--- src/sv/ascii_command_frame_parser_unit_defines.svh ---
// Assertion macros for the ASCII command frame parser unit.
// Depends on nothing; the including module must provide clk and rst_n.
`ifndef ASCII_COMMAND_FRAME_PARSER_UNIT_DEFINES_SVH
`define ASCII_COMMAND_FRAME_PARSER_UNIT_DEFINES_SVH

// Same-cycle implication, sampled on clk, disabled while in reset.
`define ACFP_ASSERT_IMPL(label, ante, cons) \
    label: assert property (@(posedge clk) disable iff (!rst_n) (ante) |-> (cons)) \
        else $error("frame parser assertion failed");

// Next-cycle implication, sampled on clk, disabled while in reset.
`define ACFP_ASSERT_NEXT(label, ante, cons) \
    label: assert property (@(posedge clk) disable iff (!rst_n) (ante) |=> (cons)) \
        else $error("frame parser assertion failed");

`endif

--- src/sv/acfp_pkg.sv ---
// Shared types, constants and tables for the ASCII command frame parser.
// Depends on nothing; used by every module of the block but the queue.
package acfp_pkg;

    // Defaults for the top-level parameters.
    localparam int MAX_CHARS_DEFAULT = 16;
    localparam int FRAC_BITS_DEFAULT = 16;

    // Depth of the queue between the parser and the converter.
    localparam int QUEUE_DEPTH = 2;

    // Fraction handling: the first five fraction digits are kept.
    localparam int KEEP_DIGITS = 5;
    localparam int FRAC_ACC_W  = 17;
    localparam int FRAC_DIG_W  = 3;

    // The fraction denominator 100000 is 3125 * 2^5. With the power of two
    // taken out, half the denominator becomes 1562 (the dropped half is
    // below one unit). The odd part is divided by a reciprocal multiply
    // that is exact for dividends below 2^RECIP_IN_W.
    localparam int FRAC_DEN_SHIFT = 5;
    localparam int FRAC_DEN_ODD   = 3125;
    localparam int FRAC_HALF_ODD  = 1562;
    localparam int RECIP_IN_W     = 29;
    localparam int RECIP_MULT_W   = 30;
    localparam int RECIP_SHIFT    = 41;
    localparam logic [RECIP_MULT_W-1:0] RECIP_MULT = 30'd703687442;

    // Configuration port.
    localparam int CFG_IDX_W = 8;
    localparam logic [CFG_IDX_W-1:0] CFG_START_IDX = 8'd0;
    localparam logic [CFG_IDX_W-1:0] CFG_STOP_IDX  = 8'd1;
    localparam logic [7:0] START_RESET = 8'h24;
    localparam logic [7:0] STOP_RESET  = 8'h23;

    // Character codes of the decimal field.
    localparam logic [7:0] CH_PLUS  = 8'h2B;
    localparam logic [7:0] CH_MINUS = 8'h2D;
    localparam logic [7:0] CH_POINT = 8'h2E;
    localparam logic [7:0] CH_ZERO  = 8'h30;
    localparam logic [7:0] CH_NINE  = 8'h39;

    typedef enum logic [1:0] {
        PH_IDLE  = 2'd0,
        PH_ID    = 2'd1,
        PH_FIELD = 2'd2
    } parse_phase_t;

    // Fixed-width part of one completed frame.
    typedef struct packed {
        logic [7:0]            command_id;
        logic                  negative;
        logic                  overflowed;
        logic [FRAC_DIG_W-1:0] frac_digits;
        logic [FRAC_ACC_W-1:0] frac_acc;
    } frame_hdr_t;

    typedef struct packed {
        parse_phase_t phase;
        logic         frame_push;
    } front_status_t;

    // Scale that brings the kept fraction digits up to five digits.
    function automatic logic [FRAC_ACC_W-1:0] frac_scale(input logic [FRAC_DIG_W-1:0] digits);
        logic [FRAC_ACC_W-1:0] scale;
        case (digits)
            3'd0:    scale = 17'd100000;
            3'd1:    scale = 17'd10000;
            3'd2:    scale = 17'd1000;
            3'd3:    scale = 17'd100;
            3'd4:    scale = 17'd10;
            default: scale = 17'd1;
        endcase
        return scale;
    endfunction

endpackage

--- src/sv/acfp_front.sv ---
// Byte parser: frame phases, field checks and the digit accumulators.
// Depends on acfp_pkg; pushes completed frames into acfp_queue.
module acfp_front #(
    parameter int MAX_CHARS = acfp_pkg::MAX_CHARS_DEFAULT,
    parameter int FRAC_BITS = acfp_pkg::FRAC_BITS_DEFAULT
) (
    input  logic                     clk,
    input  logic                     rst_n,
    input  logic                     in_valid,
    output logic                     in_ready,
    input  logic [7:0]               rx_byte,
    input  logic [7:0]               start_byte,
    input  logic [7:0]               stop_byte,
    input  logic                     q_full,
    output acfp_pkg::frame_hdr_t     frame_hdr,
    output logic [31-FRAC_BITS:0]    frame_int,
    output acfp_pkg::front_status_t  status
);

    localparam int IW = 32 - FRAC_BITS;
    localparam int CW = $clog2(MAX_CHARS + 1);
    localparam logic [IW-1:0] INT_CAP = {1'b1, {(IW-1){1'b0}}};

    acfp_pkg::parse_phase_t phase_reg, phase_next;
    logic                            sign_seen_reg, sign_seen_next;
    logic                            point_seen_reg, point_seen_next;
    logic                            negative_reg, negative_next;
    logic [CW-1:0]                   char_count_reg, char_count_next;
    logic [7:0]                      frame_id_reg, frame_id_next;
    logic [IW-1:0]                   int_acc_reg, int_acc_next;
    logic [acfp_pkg::FRAC_ACC_W-1:0] frac_acc_reg, frac_acc_next;
    logic [acfp_pkg::FRAC_DIG_W-1:0] frac_digits_reg, frac_digits_next;
    logic                            overflowed_reg, overflowed_next;

    logic          accept;
    logic          push;
    logic          is_sign;
    logic          is_point;
    logic          is_digit;
    logic          room;
    logic [3:0]    digit;
    logic [IW+3:0] int_prod;

    assign in_ready = !q_full;
    assign accept   = in_valid && in_ready;
    assign is_sign  = (rx_byte == acfp_pkg::CH_PLUS) || (rx_byte == acfp_pkg::CH_MINUS);
    assign is_point = (rx_byte == acfp_pkg::CH_POINT);
    assign is_digit = rx_byte inside {[acfp_pkg::CH_ZERO:acfp_pkg::CH_NINE]};
    assign digit    = rx_byte[3:0];
    assign room     = char_count_reg < CW'(MAX_CHARS);
    assign int_prod = (IW+4)'(int_acc_reg) * (IW+4)'(10) + (IW+4)'(digit);

    always_ff @(posedge clk or negedge rst_n)
    begin
        if (!rst_n)
        begin
            phase_reg       <= acfp_pkg::PH_IDLE;
            sign_seen_reg   <= 1'b0;
            point_seen_reg  <= 1'b0;
            negative_reg    <= 1'b0;
            char_count_reg  <= '0;
            frame_id_reg    <= '0;
            int_acc_reg     <= '0;
            frac_acc_reg    <= '0;
            frac_digits_reg <= '0;
            overflowed_reg  <= 1'b0;
        end
        else
        begin
            phase_reg       <= phase_next;
            sign_seen_reg   <= sign_seen_next;
            point_seen_reg  <= point_seen_next;
            negative_reg    <= negative_next;
            char_count_reg  <= char_count_next;
            frame_id_reg    <= frame_id_next;
            int_acc_reg     <= int_acc_next;
            frac_acc_reg    <= frac_acc_next;
            frac_digits_reg <= frac_digits_next;
            overflowed_reg  <= overflowed_next;
        end
    end

    always_comb
    begin
        phase_next       = phase_reg;
        sign_seen_next   = sign_seen_reg;
        point_seen_next  = point_seen_reg;
        negative_next    = negative_reg;
        char_count_next  = char_count_reg;
        frame_id_next    = frame_id_reg;
        int_acc_next     = int_acc_reg;
        frac_acc_next    = frac_acc_reg;
        frac_digits_next = frac_digits_reg;
        overflowed_next  = overflowed_reg;
        push             = 1'b0;

        if (accept)
        begin
            case (phase_reg)
                acfp_pkg::PH_IDLE, acfp_pkg::PH_ID:
                begin
                    sign_seen_next   = 1'b0;
                    point_seen_next  = 1'b0;
                    negative_next    = 1'b0;
                    char_count_next  = '0;
                    int_acc_next     = '0;
                    frac_acc_next    = '0;
                    frac_digits_next = '0;
                    overflowed_next  = 1'b0;
                    if (phase_reg == acfp_pkg::PH_IDLE)
                    begin
                        if (rx_byte == start_byte)
                        begin
                            phase_next = acfp_pkg::PH_ID;
                        end
                    end
                    else if (rx_byte != start_byte)
                    begin
                        frame_id_next = rx_byte;
                        phase_next    = acfp_pkg::PH_FIELD;
                    end
                end
                acfp_pkg::PH_FIELD:
                begin
                    if (is_sign)
                    begin
                        // A sign is legal only as the very first character.
                        if (sign_seen_reg || (char_count_reg != '0) || !room)
                        begin
                            phase_next = acfp_pkg::PH_IDLE;
                        end
                        else
                        begin
                            sign_seen_next  = 1'b1;
                            negative_next   = (rx_byte == acfp_pkg::CH_MINUS);
                            char_count_next = char_count_reg + CW'(1);
                        end
                    end
                    else if (is_point)
                    begin
                        if (point_seen_reg || !room)
                        begin
                            phase_next = acfp_pkg::PH_IDLE;
                        end
                        else
                        begin
                            point_seen_next = 1'b1;
                            char_count_next = char_count_reg + CW'(1);
                        end
                    end
                    else if (is_digit)
                    begin
                        if (!room)
                        begin
                            phase_next = acfp_pkg::PH_IDLE;
                        end
                        else
                        begin
                            char_count_next = char_count_reg + CW'(1);
                            if (point_seen_reg)
                            begin
                                // Fraction digits past the fifth are dropped.
                                if (frac_digits_reg < acfp_pkg::FRAC_DIG_W'(acfp_pkg::KEEP_DIGITS))
                                begin
                                    frac_acc_next = frac_acc_reg * acfp_pkg::FRAC_ACC_W'(10)
                                                  + acfp_pkg::FRAC_ACC_W'(digit);
                                    frac_digits_next = frac_digits_reg
                                                     + acfp_pkg::FRAC_DIG_W'(1);
                                end
                            end
                            else if (int_prod > (IW+4)'(INT_CAP))
                            begin
                                int_acc_next    = INT_CAP;
                                overflowed_next = 1'b1;
                            end
                            else
                            begin
                                int_acc_next = int_prod[IW-1:0];
                            end
                        end
                    end
                    else if (rx_byte == start_byte)
                    begin
                        sign_seen_next   = 1'b0;
                        point_seen_next  = 1'b0;
                        negative_next    = 1'b0;
                        char_count_next  = '0;
                        int_acc_next     = '0;
                        frac_acc_next    = '0;
                        frac_digits_next = '0;
                        overflowed_next  = 1'b0;
                        phase_next       = acfp_pkg::PH_ID;
                    end
                    else if (rx_byte == stop_byte)
                    begin
                        push       = 1'b1;
                        phase_next = acfp_pkg::PH_IDLE;
                    end
                    else
                    begin
                        phase_next = acfp_pkg::PH_IDLE;
                    end
                end
                default:
                begin
                    phase_next = acfp_pkg::PH_IDLE;
                end
            endcase
        end
    end

    assign frame_hdr.command_id  = frame_id_reg;
    assign frame_hdr.negative    = negative_reg;
    assign frame_hdr.overflowed  = overflowed_reg;
    assign frame_hdr.frac_digits = frac_digits_reg;
    assign frame_hdr.frac_acc    = frac_acc_reg;
    assign frame_int             = int_acc_reg;
    assign status.phase          = phase_reg;
    assign status.frame_push     = push;

endmodule

--- src/sv/acfp_queue.sv ---
// Short first-in first-out queue of completed frames.
// Depends on nothing but its parameters; sits between parser and converter.
module acfp_queue #(
    parameter int WIDTH = 8,
    parameter int DEPTH = 2
) (
    input  logic             clk,
    input  logic             rst_n,
    input  logic             push,
    input  logic [WIDTH-1:0] push_data,
    output logic             full,
    input  logic             pop,
    output logic [WIDTH-1:0] pop_data,
    output logic             not_empty
);

    localparam int PW = (DEPTH > 1) ? $clog2(DEPTH) : 1;
    localparam int NW = $clog2(DEPTH + 1);

    logic [WIDTH-1:0] entry_reg [DEPTH];
    logic [PW-1:0]    wr_ptr_reg, wr_ptr_next;
    logic [PW-1:0]    rd_ptr_reg, rd_ptr_next;
    logic [NW-1:0]    count_reg, count_next;
    logic             do_push;
    logic             do_pop;

    assign full      = (count_reg == NW'(DEPTH));
    assign not_empty = (count_reg != '0);
    assign do_push   = push && !full;
    assign do_pop    = pop && not_empty;
    assign pop_data  = entry_reg[rd_ptr_reg];

    always_comb
    begin
        wr_ptr_next = wr_ptr_reg;
        rd_ptr_next = rd_ptr_reg;
        count_next  = count_reg;
        if (do_push)
        begin
            wr_ptr_next = (wr_ptr_reg == PW'(DEPTH - 1)) ? '0 : wr_ptr_reg + PW'(1);
        end
        if (do_pop)
        begin
            rd_ptr_next = (rd_ptr_reg == PW'(DEPTH - 1)) ? '0 : rd_ptr_reg + PW'(1);
        end
        if (do_push && !do_pop)
        begin
            count_next = count_reg + NW'(1);
        end
        else if (do_pop && !do_push)
        begin
            count_next = count_reg - NW'(1);
        end
    end

    always_ff @(posedge clk or negedge rst_n)
    begin
        if (!rst_n)
        begin
            wr_ptr_reg <= '0;
            rd_ptr_reg <= '0;
            count_reg  <= '0;
        end
        else
        begin
            wr_ptr_reg <= wr_ptr_next;
            rd_ptr_reg <= rd_ptr_next;
            count_reg  <= count_next;
        end
    end

    always_ff @(posedge clk)
    begin
        if (do_push)
        begin
            entry_reg[wr_ptr_reg] <= push_data;
        end
    end

endmodule

--- src/sv/acfp_back.sv ---
// Converter pipeline: fraction scaling, division by the constant fraction
// denominator through a reciprocal multiply, saturation and the output register.
// Depends on acfp_pkg.
module acfp_back #(
    parameter int FRAC_BITS = acfp_pkg::FRAC_BITS_DEFAULT
) (
    input  logic                  clk,
    input  logic                  rst_n,
    input  logic                  q_valid,
    output logic                  q_pop,
    input  acfp_pkg::frame_hdr_t  frame_hdr,
    input  logic [31-FRAC_BITS:0] frame_int,
    output logic                  out_valid,
    input  logic                  out_ready,
    output logic [7:0]            command_id,
    output logic signed [31:0]    value_q15_16,
    output logic                  saturated
);

    localparam int IW = 32 - FRAC_BITS;
    localparam int RW = acfp_pkg::FRAC_ACC_W;
    localparam int QW = FRAC_BITS + 1;
    localparam int WW = acfp_pkg::RECIP_IN_W;
    localparam int MW = acfp_pkg::RECIP_MULT_W;
    localparam int PW = WW + MW;
    localparam int SH = acfp_pkg::RECIP_SHIFT;

    // The rounded fraction is (fa5 * 2^F + 50000) / 100000. Taking the factor
    // 2^5 out of both leaves (fa5 * 2^(F-5) + 1562) / 3125. With
    // 2^(F-5) = 3125 * QC + RC this is fa5 * QC plus (fa5 * RC + 1562) / 3125,
    // and that last dividend stays below 2^29, where the reciprocal is exact.
    localparam longint unsigned FRAC_POW = 64'd1 << (FRAC_BITS - acfp_pkg::FRAC_DEN_SHIFT);
    localparam int QC = int'(FRAC_POW / 64'(acfp_pkg::FRAC_DEN_ODD));
    localparam int RC = int'(FRAC_POW % 64'(acfp_pkg::FRAC_DEN_ODD));

    logic adv;

    // Scaling stage.
    logic                 a_vld_reg;
    logic [RW-1:0]        a_fa5_reg;
    logic [7:0]           a_id_reg;
    logic                 a_neg_reg;
    logic                 a_ovf_reg;
    logic [IW-1:0]        a_int_reg;
    logic [2*RW-1:0]      a_prod;

    // Split stage.
    logic                 b_vld_reg;
    logic [WW-1:0]        b_w_reg;
    logic [QW-1:0]        b_p_reg;
    logic [7:0]           b_id_reg;
    logic                 b_neg_reg;
    logic                 b_ovf_reg;
    logic [IW-1:0]        b_int_reg;
    logic [WW-1:0]        b_w;
    logic [QW-1:0]        b_p;

    // Quotient stage.
    logic                 c_vld_reg;
    logic [QW-1:0]        c_q_reg;
    logic [7:0]           c_id_reg;
    logic                 c_neg_reg;
    logic                 c_ovf_reg;
    logic [IW-1:0]        c_int_reg;
    logic [PW-1:0]        c_prod;
    logic [QW-1:0]        c_q;

    // Output stage.
    logic                 out_valid_reg;
    logic [7:0]           out_id_reg;
    logic [31:0]          out_value_reg;
    logic                 out_sat_reg;
    logic [32:0]          mag;
    logic [32:0]          lim;
    logic [32:0]          mag_clamped;
    logic [31:0]          final_value;
    logic                 final_sat;

    // The whole pipeline moves together whenever the output can take a beat.
    assign adv   = !out_valid_reg || out_ready;
    assign q_pop = adv && q_valid;

    assign a_prod = RW'(frame_hdr.frac_acc) * acfp_pkg::frac_scale(frame_hdr.frac_digits);

    always_ff @(posedge clk or negedge rst_n)
    begin
        if (!rst_n)
        begin
            a_vld_reg <= 1'b0;
        end
        else if (adv)
        begin
            a_vld_reg <= q_valid;
        end
    end

    always_ff @(posedge clk)
    begin
        if (adv)
        begin
            a_fa5_reg <= a_prod[RW-1:0];
            a_id_reg  <= frame_hdr.command_id;
            a_neg_reg <= frame_hdr.negative;
            a_ovf_reg <= frame_hdr.overflowed;
            a_int_reg <= frame_int;
        end
    end

    assign b_w = WW'(a_fa5_reg) * WW'(RC) + WW'(acfp_pkg::FRAC_HALF_ODD);
    assign b_p = QW'((RW+8)'(a_fa5_reg) * (RW+8)'(QC));

    always_ff @(posedge clk or negedge rst_n)
    begin
        if (!rst_n)
        begin
            b_vld_reg <= 1'b0;
        end
        else if (adv)
        begin
            b_vld_reg <= a_vld_reg;
        end
    end

    always_ff @(posedge clk)
    begin
        if (adv)
        begin
            b_w_reg   <= b_w;
            b_p_reg   <= b_p;
            b_id_reg  <= a_id_reg;
            b_neg_reg <= a_neg_reg;
            b_ovf_reg <= a_ovf_reg;
            b_int_reg <= a_int_reg;
        end
    end

    // Multiply by ceil(2^41 / 3125) and keep the bits above the shift.
    assign c_prod = PW'(b_w_reg) * PW'(acfp_pkg::RECIP_MULT);
    assign c_q    = b_p_reg + QW'(c_prod[PW-1:SH]);

    always_ff @(posedge clk or negedge rst_n)
    begin
        if (!rst_n)
        begin
            c_vld_reg <= 1'b0;
        end
        else if (adv)
        begin
            c_vld_reg <= b_vld_reg;
        end
    end

    always_ff @(posedge clk)
    begin
        if (adv)
        begin
            c_q_reg   <= c_q;
            c_id_reg  <= b_id_reg;
            c_neg_reg <= b_neg_reg;
            c_ovf_reg <= b_ovf_reg;
            c_int_reg <= b_int_reg;
        end
    end

    // Join integer and fraction, clamp to the signed range, apply the sign.
    always_comb
    begin
        mag         = {1'b0, c_int_reg, {FRAC_BITS{1'b0}}} + 33'(c_q_reg);
        lim         = c_neg_reg ? 33'h080000000 : 33'h07FFFFFFF;
        final_sat   = c_ovf_reg || (mag > lim);
        mag_clamped = final_sat ? lim : mag;
        final_value = c_neg_reg ? (32'd0 - mag_clamped[31:0]) : mag_clamped[31:0];
    end

    always_ff @(posedge clk or negedge rst_n)
    begin
        if (!rst_n)
        begin
            out_valid_reg <= 1'b0;
        end
        else if (adv)
        begin
            out_valid_reg <= c_vld_reg;
        end
    end

    always_ff @(posedge clk)
    begin
        if (adv)
        begin
            out_id_reg    <= c_id_reg;
            out_value_reg <= final_value;
            out_sat_reg   <= final_sat;
        end
    end

    assign out_valid    = out_valid_reg;
    assign command_id   = out_id_reg;
    assign value_q15_16 = out_value_reg;
    assign saturated    = out_sat_reg;

endmodule

--- src/sv/ascii_command_frame_parser_unit.sv ---
// Top level of the ASCII command frame parser: configuration registers,
// parser, frame queue and converter. Depends on acfp_pkg and the defines header.
//
// Channel   Direction  Handshake            Beat contents
// in        input      in_valid/in_ready    rx_byte
// out       output     out_valid/out_ready  command_id, value_q15_16, saturated
// cfg       input      cfg_valid/cfg_ready  cfg_index, cfg_data
//
// One input byte is taken per cycle; in_ready drops only while the two-entry
// frame queue is full. The edge that takes a stop byte writes the queue; the
// frame then passes through the scaling, split, quotient and output registers
// in that order, and out_valid rises once the output register holds it.
// The converter delivers one result per cycle while out_ready is high.
// Reset clears the phase, the queue and all pipeline valid bits and loads
// start_byte with 0x24 and stop_byte with 0x23. A stalled output freezes the
// converter pipeline in place; the parser keeps running until the queue fills.
module ascii_command_frame_parser_unit #(
    parameter int MAX_CHARS = acfp_pkg::MAX_CHARS_DEFAULT,
    parameter int FRAC_BITS = acfp_pkg::FRAC_BITS_DEFAULT
) (
    input  logic                           clk,
    input  logic                           rst_n,
    input  logic                           in_valid,
    output logic                           in_ready,
    input  logic [7:0]                     rx_byte,
    output logic                           out_valid,
    input  logic                           out_ready,
    output logic [7:0]                     command_id,
    output logic signed [31:0]             value_q15_16,
    output logic                           saturated,
    input  logic                           cfg_valid,
    output logic                           cfg_ready,
    input  logic [acfp_pkg::CFG_IDX_W-1:0] cfg_index,
    input  logic [7:0]                     cfg_data
);

    `include "ascii_command_frame_parser_unit_defines.svh"

    localparam int IW   = 32 - FRAC_BITS;
    localparam int QD_W = $bits(acfp_pkg::frame_hdr_t) + IW;

    // Start and stop bytes. The user must write only while the block is idle;
    // this is not enforced, the port is always ready. Other indexes are ignored.
    logic [7:0] start_byte_reg, start_byte_next;
    logic [7:0] stop_byte_reg, stop_byte_next;

    assign cfg_ready = 1'b1;

    always_comb
    begin
        start_byte_next = start_byte_reg;
        stop_byte_next  = stop_byte_reg;
        if (cfg_valid && cfg_ready)
        begin
            if (cfg_index == acfp_pkg::CFG_START_IDX)
            begin
                start_byte_next = cfg_data;
            end
            else if (cfg_index == acfp_pkg::CFG_STOP_IDX)
            begin
                stop_byte_next = cfg_data;
            end
        end
    end

    always_ff @(posedge clk or negedge rst_n)
    begin
        if (!rst_n)
        begin
            start_byte_reg <= acfp_pkg::START_RESET;
            stop_byte_reg  <= acfp_pkg::STOP_RESET;
        end
        else
        begin
            start_byte_reg <= start_byte_next;
            stop_byte_reg  <= stop_byte_next;
        end
    end

    acfp_pkg::frame_hdr_t    front_hdr;
    logic [IW-1:0]           front_int;
    acfp_pkg::front_status_t front_status;
    logic                    q_full;
    logic                    q_not_empty;
    logic                    q_pop;
    logic [QD_W-1:0]         q_push_data;
    logic [QD_W-1:0]         q_pop_data;
    acfp_pkg::frame_hdr_t    back_hdr;
    logic [IW-1:0]           back_int;

    // The parser works byte by byte and hands each finished frame on as one
    // record: id, sign, overflow flag, kept fraction digits and the integer.
    acfp_front #(
        .MAX_CHARS (MAX_CHARS),
        .FRAC_BITS (FRAC_BITS)
    ) u_front (
        .clk        (clk),
        .rst_n      (rst_n),
        .in_valid   (in_valid),
        .in_ready   (in_ready),
        .rx_byte    (rx_byte),
        .start_byte (start_byte_reg),
        .stop_byte  (stop_byte_reg),
        .q_full     (q_full),
        .frame_hdr  (front_hdr),
        .frame_int  (front_int),
        .status     (front_status)
    );

    assign q_push_data = {front_hdr, front_int};

    acfp_queue #(
        .WIDTH (QD_W),
        .DEPTH (acfp_pkg::QUEUE_DEPTH)
    ) u_queue (
        .clk       (clk),
        .rst_n     (rst_n),
        .push      (front_status.frame_push),
        .push_data (q_push_data),
        .full      (q_full),
        .pop       (q_pop),
        .pop_data  (q_pop_data),
        .not_empty (q_not_empty)
    );

    assign back_hdr = acfp_pkg::frame_hdr_t'(q_pop_data[QD_W-1:IW]);
    assign back_int = q_pop_data[IW-1:0];

    // The converter turns a record into the signed fixed-point result.
    acfp_back #(
        .FRAC_BITS (FRAC_BITS)
    ) u_back (
        .clk          (clk),
        .rst_n        (rst_n),
        .q_valid      (q_not_empty),
        .q_pop        (q_pop),
        .frame_hdr    (back_hdr),
        .frame_int    (back_int),
        .out_valid    (out_valid),
        .out_ready    (out_ready),
        .command_id   (command_id),
        .value_q15_16 (value_q15_16),
        .saturated    (saturated)
    );

    // A clamped result is always one of the two extreme codes.
    `ACFP_ASSERT_IMPL(a_sat_extreme, out_valid && saturated,
        value_q15_16 == 32'sh7FFFFFFF || value_q15_16 == 32'sh80000000)
    // A start byte seen while idle always opens a frame.
    `ACFP_ASSERT_NEXT(a_start_opens,
        in_valid && in_ready && front_status.phase == acfp_pkg::PH_IDLE
            && rx_byte == start_byte_reg,
        front_status.phase == acfp_pkg::PH_ID)
    // A finished frame never meets a full queue.
    `ACFP_ASSERT_IMPL(a_push_room, front_status.frame_push, !q_full)

endmodule

--- config.mk ---
export PLATFORM = sky130hd
export DESIGN_NAME = ascii_command_frame_parser_unit
export DESIGN_NICKNAME = d
export VERILOG_FILES = /design/src/sv/acfp_pkg.sv /design/src/sv/acfp_front.sv /design/src/sv/acfp_queue.sv /design/src/sv/acfp_back.sv /design/src/sv/ascii_command_frame_parser_unit.sv
export VERILOG_INCLUDE_DIRS = /design/src /design/src/sv
export SDC_FILE = /design/constraint.sdc
export NUM_CORES = 1
export LEC_CHECK = 0
export BUFFER_PORTS_ARGS = -buffer_cell sky130_fd_sc_hd__buf_2
export CORE_MARGIN = 4
export CORE_UTILIZATION = 59
export DETAILED_ROUTE_END_ITERATION = 8
export PLACE_DENSITY = 0.77
export SETUP_SLACK_MARGIN = 0.5
export SYNTH_ARGS = -nofsm -noshare
export SYNTH_HDL_FRONTEND = slang
export SYNTH_SLANG_ARGS = --single-unit
--- constraint.sdc ---
create_clock -name clk -period 10.5 [get_ports clk]
set_input_delay 0.525 -clock clk [delete_from_list [all_inputs] [get_ports clk]]
set_output_delay 0.525 -clock clk [all_outputs]
set_load 0.005 [all_outputs]
======== Yosys cells after proc, flatten, opt, wreduce, memory -nomap -nowiden ========
Memory sizes are Yosys's and may differ from the RTL's.
Index checks and enable logic that the tools add are counted.
W data, S select, Z words.
word-level totals
  memories ................................ 1
  bits in registers ....................... 261
  bits in writable memories ............... 92
  input port bits ......................... 29
operators by class
  order comparisons ....................... 6
  multiply operators ...................... 4
  reduce and logical (&&, ||, !) cells .... 36
  add/subtract/negate cells ............... 11
  equality and inequality tests ........... 37
  bitwise gates (word level) .............. 2
  muxes and demuxes ....................... 80
memories
  name               depth  bits a word  rd ports  clocked after Yosys merged registers in  write ports  line              text
  u_queue.entry_reg  2      46           1         0                                        1            acfp_queue.sv:20  logic [WIDTH-1:0] entry_reg [DEPTH];
operators with widths
  kind                      number
  $mux W17                  7
  $mux W16                  7
  $mux W32                  3
  $pmux W17 S5              1
  $mul A29 B29 Y57 const B  1
  $mux W5                   7
  $pmux W17 S2              1
  $add A32 B17 Y33          1
  $gt A33 B32 Y1            1
  $pmux W16 S2              1
  $sub A1 B32 Y32 const A   1
  $add A28 B11 Y29 const B  1
  $mux W1                   28
  $eq A8 B6 Y1 const B      3
  $ne A3 B3 Y1 const B      8
  $reduce_and A6 Y1         4
  $mux W2                   11
  $mux W3                   7
  $add A20 B4 Y20           1
  $gt A20 B16 Y1 const B    1
  $mul A16 B3 Y19 const B   1
  $add A17 B4 Y17           1
  $mul A17 B17 Y17          1
  $mul A17 B3 Y16 const B   1
  42 further kinds          77

======== Depth between registers and ports, before layout ========
  word-level depth ........................ 13
  depth in mapped cells ................... 28

======== Cells and area by module ========
Synthesis repeated with hierarchy kept, for this count alone.
second synthesis, totals
  cell total of the unflattened synthesis .. 2840
  area total of the unflattened synthesis .. 31052.3 sq um
by module, submodules not included
  module                           sequential area each (sq um)  times used  area an instance (sq um)  cells each
  acfp_back                        5205.0                        1           21503.1                   2037
  acfp_front                       1376.3                        1           5228.8                    601
  acfp_queue                       2862.7                        1           3643.5                    162
  ascii_command_frame_parser_unit  406.6                         1           676.9                     40

======== Worst setup path before layout ========
OpenSTA, ideal clock, no wires.
  kind .................................... register -> register
  start ................................... register u_queue.rd_ptr_reg
  end ..................................... register u_back.a_fa5_reg[16] (data pin)
  setup slack ............................. 3.592 ns
  data arrival time ....................... 6.640 ns
  buffers on the path ..................... 3
  data required time ...................... 10.232 ns
  cell stages (with the launch flop) ...... 24
  path through ............................ dfrtp_1 clkbuf_1 buf_1 clkbuf_1 mux2_2 nor2_1 o21a_1 nand2_1 fa_1 fa_1 fa_1 inv_1 fa_1 inv_1 fa_1 fa_1 xor2_1 xnor2_1 xnor2_1 xnor2_1 xnor2_1 xnor2_1 xnor2_1 xnor2_1
between the ends
  word-level cells in the longest chain between the ends .. 4
  elaborated cells between the ends (all ways) .. 8
  classes of those cells .................. mul (1); eq/ne (4); mux (1); reduce/logical (1); memory (1)
RTL lines
  item                                  line              text
  start, declared                       acfp_queue.sv:22  logic [PW-1:0] rd_ptr_reg, rd_ptr_next;
  start signal, assigned                acfp_queue.sv:67  rd_ptr_reg <= rd_ptr_next;
  $mem_v2 Z2 W46 (*)                    --
  $eq A3 B3 Y1 (tied with other cells)  acfp_pkg.sv:66    case (digits)
  $pmux W17 S5                          acfp_pkg.sv:66
  $mul A17 B17 Y17 (*)                  acfp_back.sv:83   assign a_prod = RW'(frame_hdr.frac_acc) * acfp_pkg::frac_scale(frame_hdr.frac_digits);
  named net u_back.a_prod[16]           acfp_back.sv:45   logic [2*RW-1:0] a_prod;
  end signal, assigned                  acfp_back.sv:101  a_fa5_reg <= a_prod[RW-1:0];
  end, declared                         acfp_back.sv:40   logic [RW-1:0] a_fa5_reg;
Mark *: on every way through the listed nets, which the timed path passes. The rest lies on a longest branch.
A chain may end at the register's enable or synchronous reset.

======== Final worst setup path ========
  start ................................... register u_back.c_int_reg[3]
  end ..................................... register u_back.out_value_reg[26] (netlist: u_back.value_q15_16[26]) (data pin)
between the ends
  word-level cells in the longest chain between the ends .. 6
RTL lines
  item                              line              text
  start, declared                   acfp_back.sv:64   logic [IW-1:0] c_int_reg;
  start signal, assigned            acfp_back.sv:161  c_int_reg <= b_int_reg;
  $add A32 B17 Y33 (*)              acfp_back.sv:168  mag = {1'b0, c_int_reg, {FRAC_BITS{1'b0}}} + 33'(c_q_reg);
  $gt A33 B32 Y1                    acfp_back.sv:170  final_sat = c_ovf_reg || (mag > lim);
  $logic_or A1 B1 Y1                acfp_back.sv:170
  $mux W32 (*)                      acfp_back.sv:171  mag_clamped = final_sat ? lim : mag;
  $sub A1 B32 Y32                   acfp_back.sv:172  final_value = c_neg_reg ? (32'd0 - mag_clamped[31:0]) : mag_clamped[31:0];
  $mux W32 (*)                      acfp_back.sv:172
  named net u_back.final_value[26]  acfp_back.sv:76   logic [31:0] final_value;
  end signal, assigned              acfp_back.sv:192  out_value_reg <= final_value;
  end, declared                     acfp_back.sv:71   logic [31:0] out_value_reg;
Marks and branches as above.

==> results.ini <==
[outcome]
status=finished clean

[setup_path]
crit_start=u_back.c_int_reg[3]
reg2reg_from=u_back.c_int_reg[3]
path_cells=and4_1 > nand4_1 > nor3_1 > and3_1 > nand3_1 > xnor2_1 > ha_1 > nand4_1 > nor4_1 > a31oi_1 > a311oi_1 > inv_1 > a21oi_1 > buf_4 > clkinv_1 > o21ai_0 > ha_1 > nand4b_2 > or3_4 > or3_1 > a211oi_4 > o21ai_2 > o31a_1 > nor4_2
cp_max_fo=36
r2r_end=u_back.value_q15_16[26]
reg2reg_slack_ns=2.69
start_kind=register
cp-end-kind=register
crit_buf_inv=3
crit_arrival_ns=8.21
required_ns=10.90
ff2ff_path_depth=24
critical_path_class=register to register
worstSetupPathDepth=24
critPathTopFamily=simple AND/OR/NAND/NOR gates
crit_path_max_incr_delay_ns=0.76
cp_slowest_cell=clkinv_1

[floorplanning]
io_pins=73
core_area_sq_mm=0.05130
start_util_pct=59.58
die-area_sq_mm=0.05551
die_height_um=235.6
rows=83
die_x_um=235.6

[clock_network]
path_clk_slew_ns=0.07
cts_max_level=2
insertion_delay_ns=0.57
post-cts-setup-buffer-count=0
numCtsBuffers=38
cts_tree=built
clk_path_buf_depth=3
cts.sinks=341
cts_root_buffer=clkbuf_16

[yosys]
post-synth-top-area-cell=edfxtp_1
synth_area_sq_mm=0.03057
synthesis.nets=3544
yosysTopAreaCellShare_pct=25.74
ys_top_cells_by_area=edfxtp_1 (26%), fa_1 (18%), ha_1 (17%), inv_1 (6.1%), dfrtp_1 (6.1%)
synth_compound_area_share_pct=9.054
ys_warn_count=0
seq_area_frac_synth_pct=32.23
synth_top_family_by_area=adder cells
synth_edf_count=262
async_flop_share_pct=23.17
synth_adder_area_share_pct=35.48
synthSimpleGateAreaFrac_pct=9.210
netlist_instances=2815
yosys_register_bits=341
ys.flop_type=edfxtp_1
ys_types=87
synth.avg_cell_area_sq_um=10.86
synth.mux.area_fraction_pct=3.266
synthXorXnorAreaFrac_pct=3.926

[sta]
period_minus_slack_ns=7.811
finalHoldViolCount=0
max_freq_mhz=128.0
setup_viol=0
finalSetupTns_ns=0
rsz0062_at_grt=false
tightest_slew_ns=1.114
clock_skew_ns=0.03835
fin_crit_sh_pct=74.39
max-slew-margin-rel_pct=23.58
slew_violations=0

[layout]
drive_above_1_share_pct=8.739
largest_reg_flops=92
layout_commonest_cell=inv_1
layout_common_cells=inv_1 (494), ha_1 (422), fa_1 (278), edfxtp_1 (262), nand2_1 (170)
areaGrowthSynthToFinish_pct=7.724
antennaDiodeCount=0
nets=3617

[place]
port_buffers=71
hpwl_mm=52.10
gp_congestion=0.9167

[route]
drtPass1Iterations=6
vias=20710
wl_per_cell_um=18.61
drc=0
routed_via_density=5.755
ant_nets=0
drt-initial-drc-count=1562
totalWireLength_mm=66.95

[worst_hold_path]
hp-class=input pin to register
min_to=start_byte_reg[5]
holdPathStages=2
hp-start=cfg_data[5]

[global_route]
antenna_found_initial=0
grt-ovfl-total=0
track_usage_pct=24.49
grt_pass1_wl_mm=111.4
grt_max_degree=78
grt_pass1_vias=21670

[job]
cap_violations=0

-- synthesized netlist by cell type (35+ instances only) --
library cell and number:
xor2_1 39, nand2_1 170, fa_1 278, edfxtp_1 262, a21o_1 35, xnor2_1 98, mux2_2 70, nor2_1 137
dfrtp_1 74, nor3_1 55, o21ai_0 105, inv_1 494, a21oi_1 98, ha_1 422, nand3_1 46, clkbuf_1 46
-- per-layer routing --
layer | routed length [um] | vias to the layer above | global-route usage (%)
met3 | 3294 | 111 | 3.163
met1 | 29410 | 10240 | 33.84
li1 | - | 9780 | -
met5 | 0 | - | 0
met4 | 1569 | 0 | 6.318
met2 | 32680 | 573 | 41.42
-- worst max-delay path by stage --
stage | end | slack (ns)
2_1_floorplan | u_back.a_fa5_reg[16] | 3.59
3_3_place_gp | u_back.c_q_reg[12] | 2.94
3_5_place_dp | u_back.c_q_reg[16] | 2.76
4_1_cts | u_back.c_q_reg[16] | 2.79
5_1_grt | u_back.value_q15_16[26] | 2.10
6_report | u_back.value_q15_16[26] | 2.69
-- cells by family after synthesis --
logic type / after synthesis
xor+xnor: 137
buf+inv: 550
simple gates: 572
mux: 91
flops: 341
compound gates: 423
fa+ha+maj: 700
other cells: 1
-- area by class of cell --
cell class	count	area, sq um
Timing Repair Buffer	88	488.0
Clock buffer	51	1010
Tap cell	680	850.8
Fill cell	3984	18370
Sequential cell	341	9852
Inverter	495	1858
Clock inverter	19	214.0
Multi-Input combinational cell	1924	18660
-- through the flow --
stage | setup slack (ns) | instances | area, sq um | utilization, % | hold slack, ns
after floorplan | 3.592 | 2815 | 30570 | - | 0.2294
after global placement | 2.939 | 3527 | 31690 | 61.78 | 0.4001
after detailed placement | 2.757 | 3527 | 31690 | 61.78 | 0.4045
after CTS | 2.790 | 3598 | 32930 | 64.18 | 0.1869
after global routing | 2.102 | 3598 | 32930 | 64.18 | 0.2075
final | 2.689 | 3598 | 32930 | 64.18 | 0.2178
-- what timing repair did --
| item | 4_1_cts | 5_1_grt |
|---|---|---|
| gates resized for setup | 0 | 0 |
| hold buffers | 1 | 0 |
| hold endpoints to repair | 19 | 0 |
Power is not shown: default switching activity piles up to over one toggle a cycle in this logic, so the estimate is an artifact.
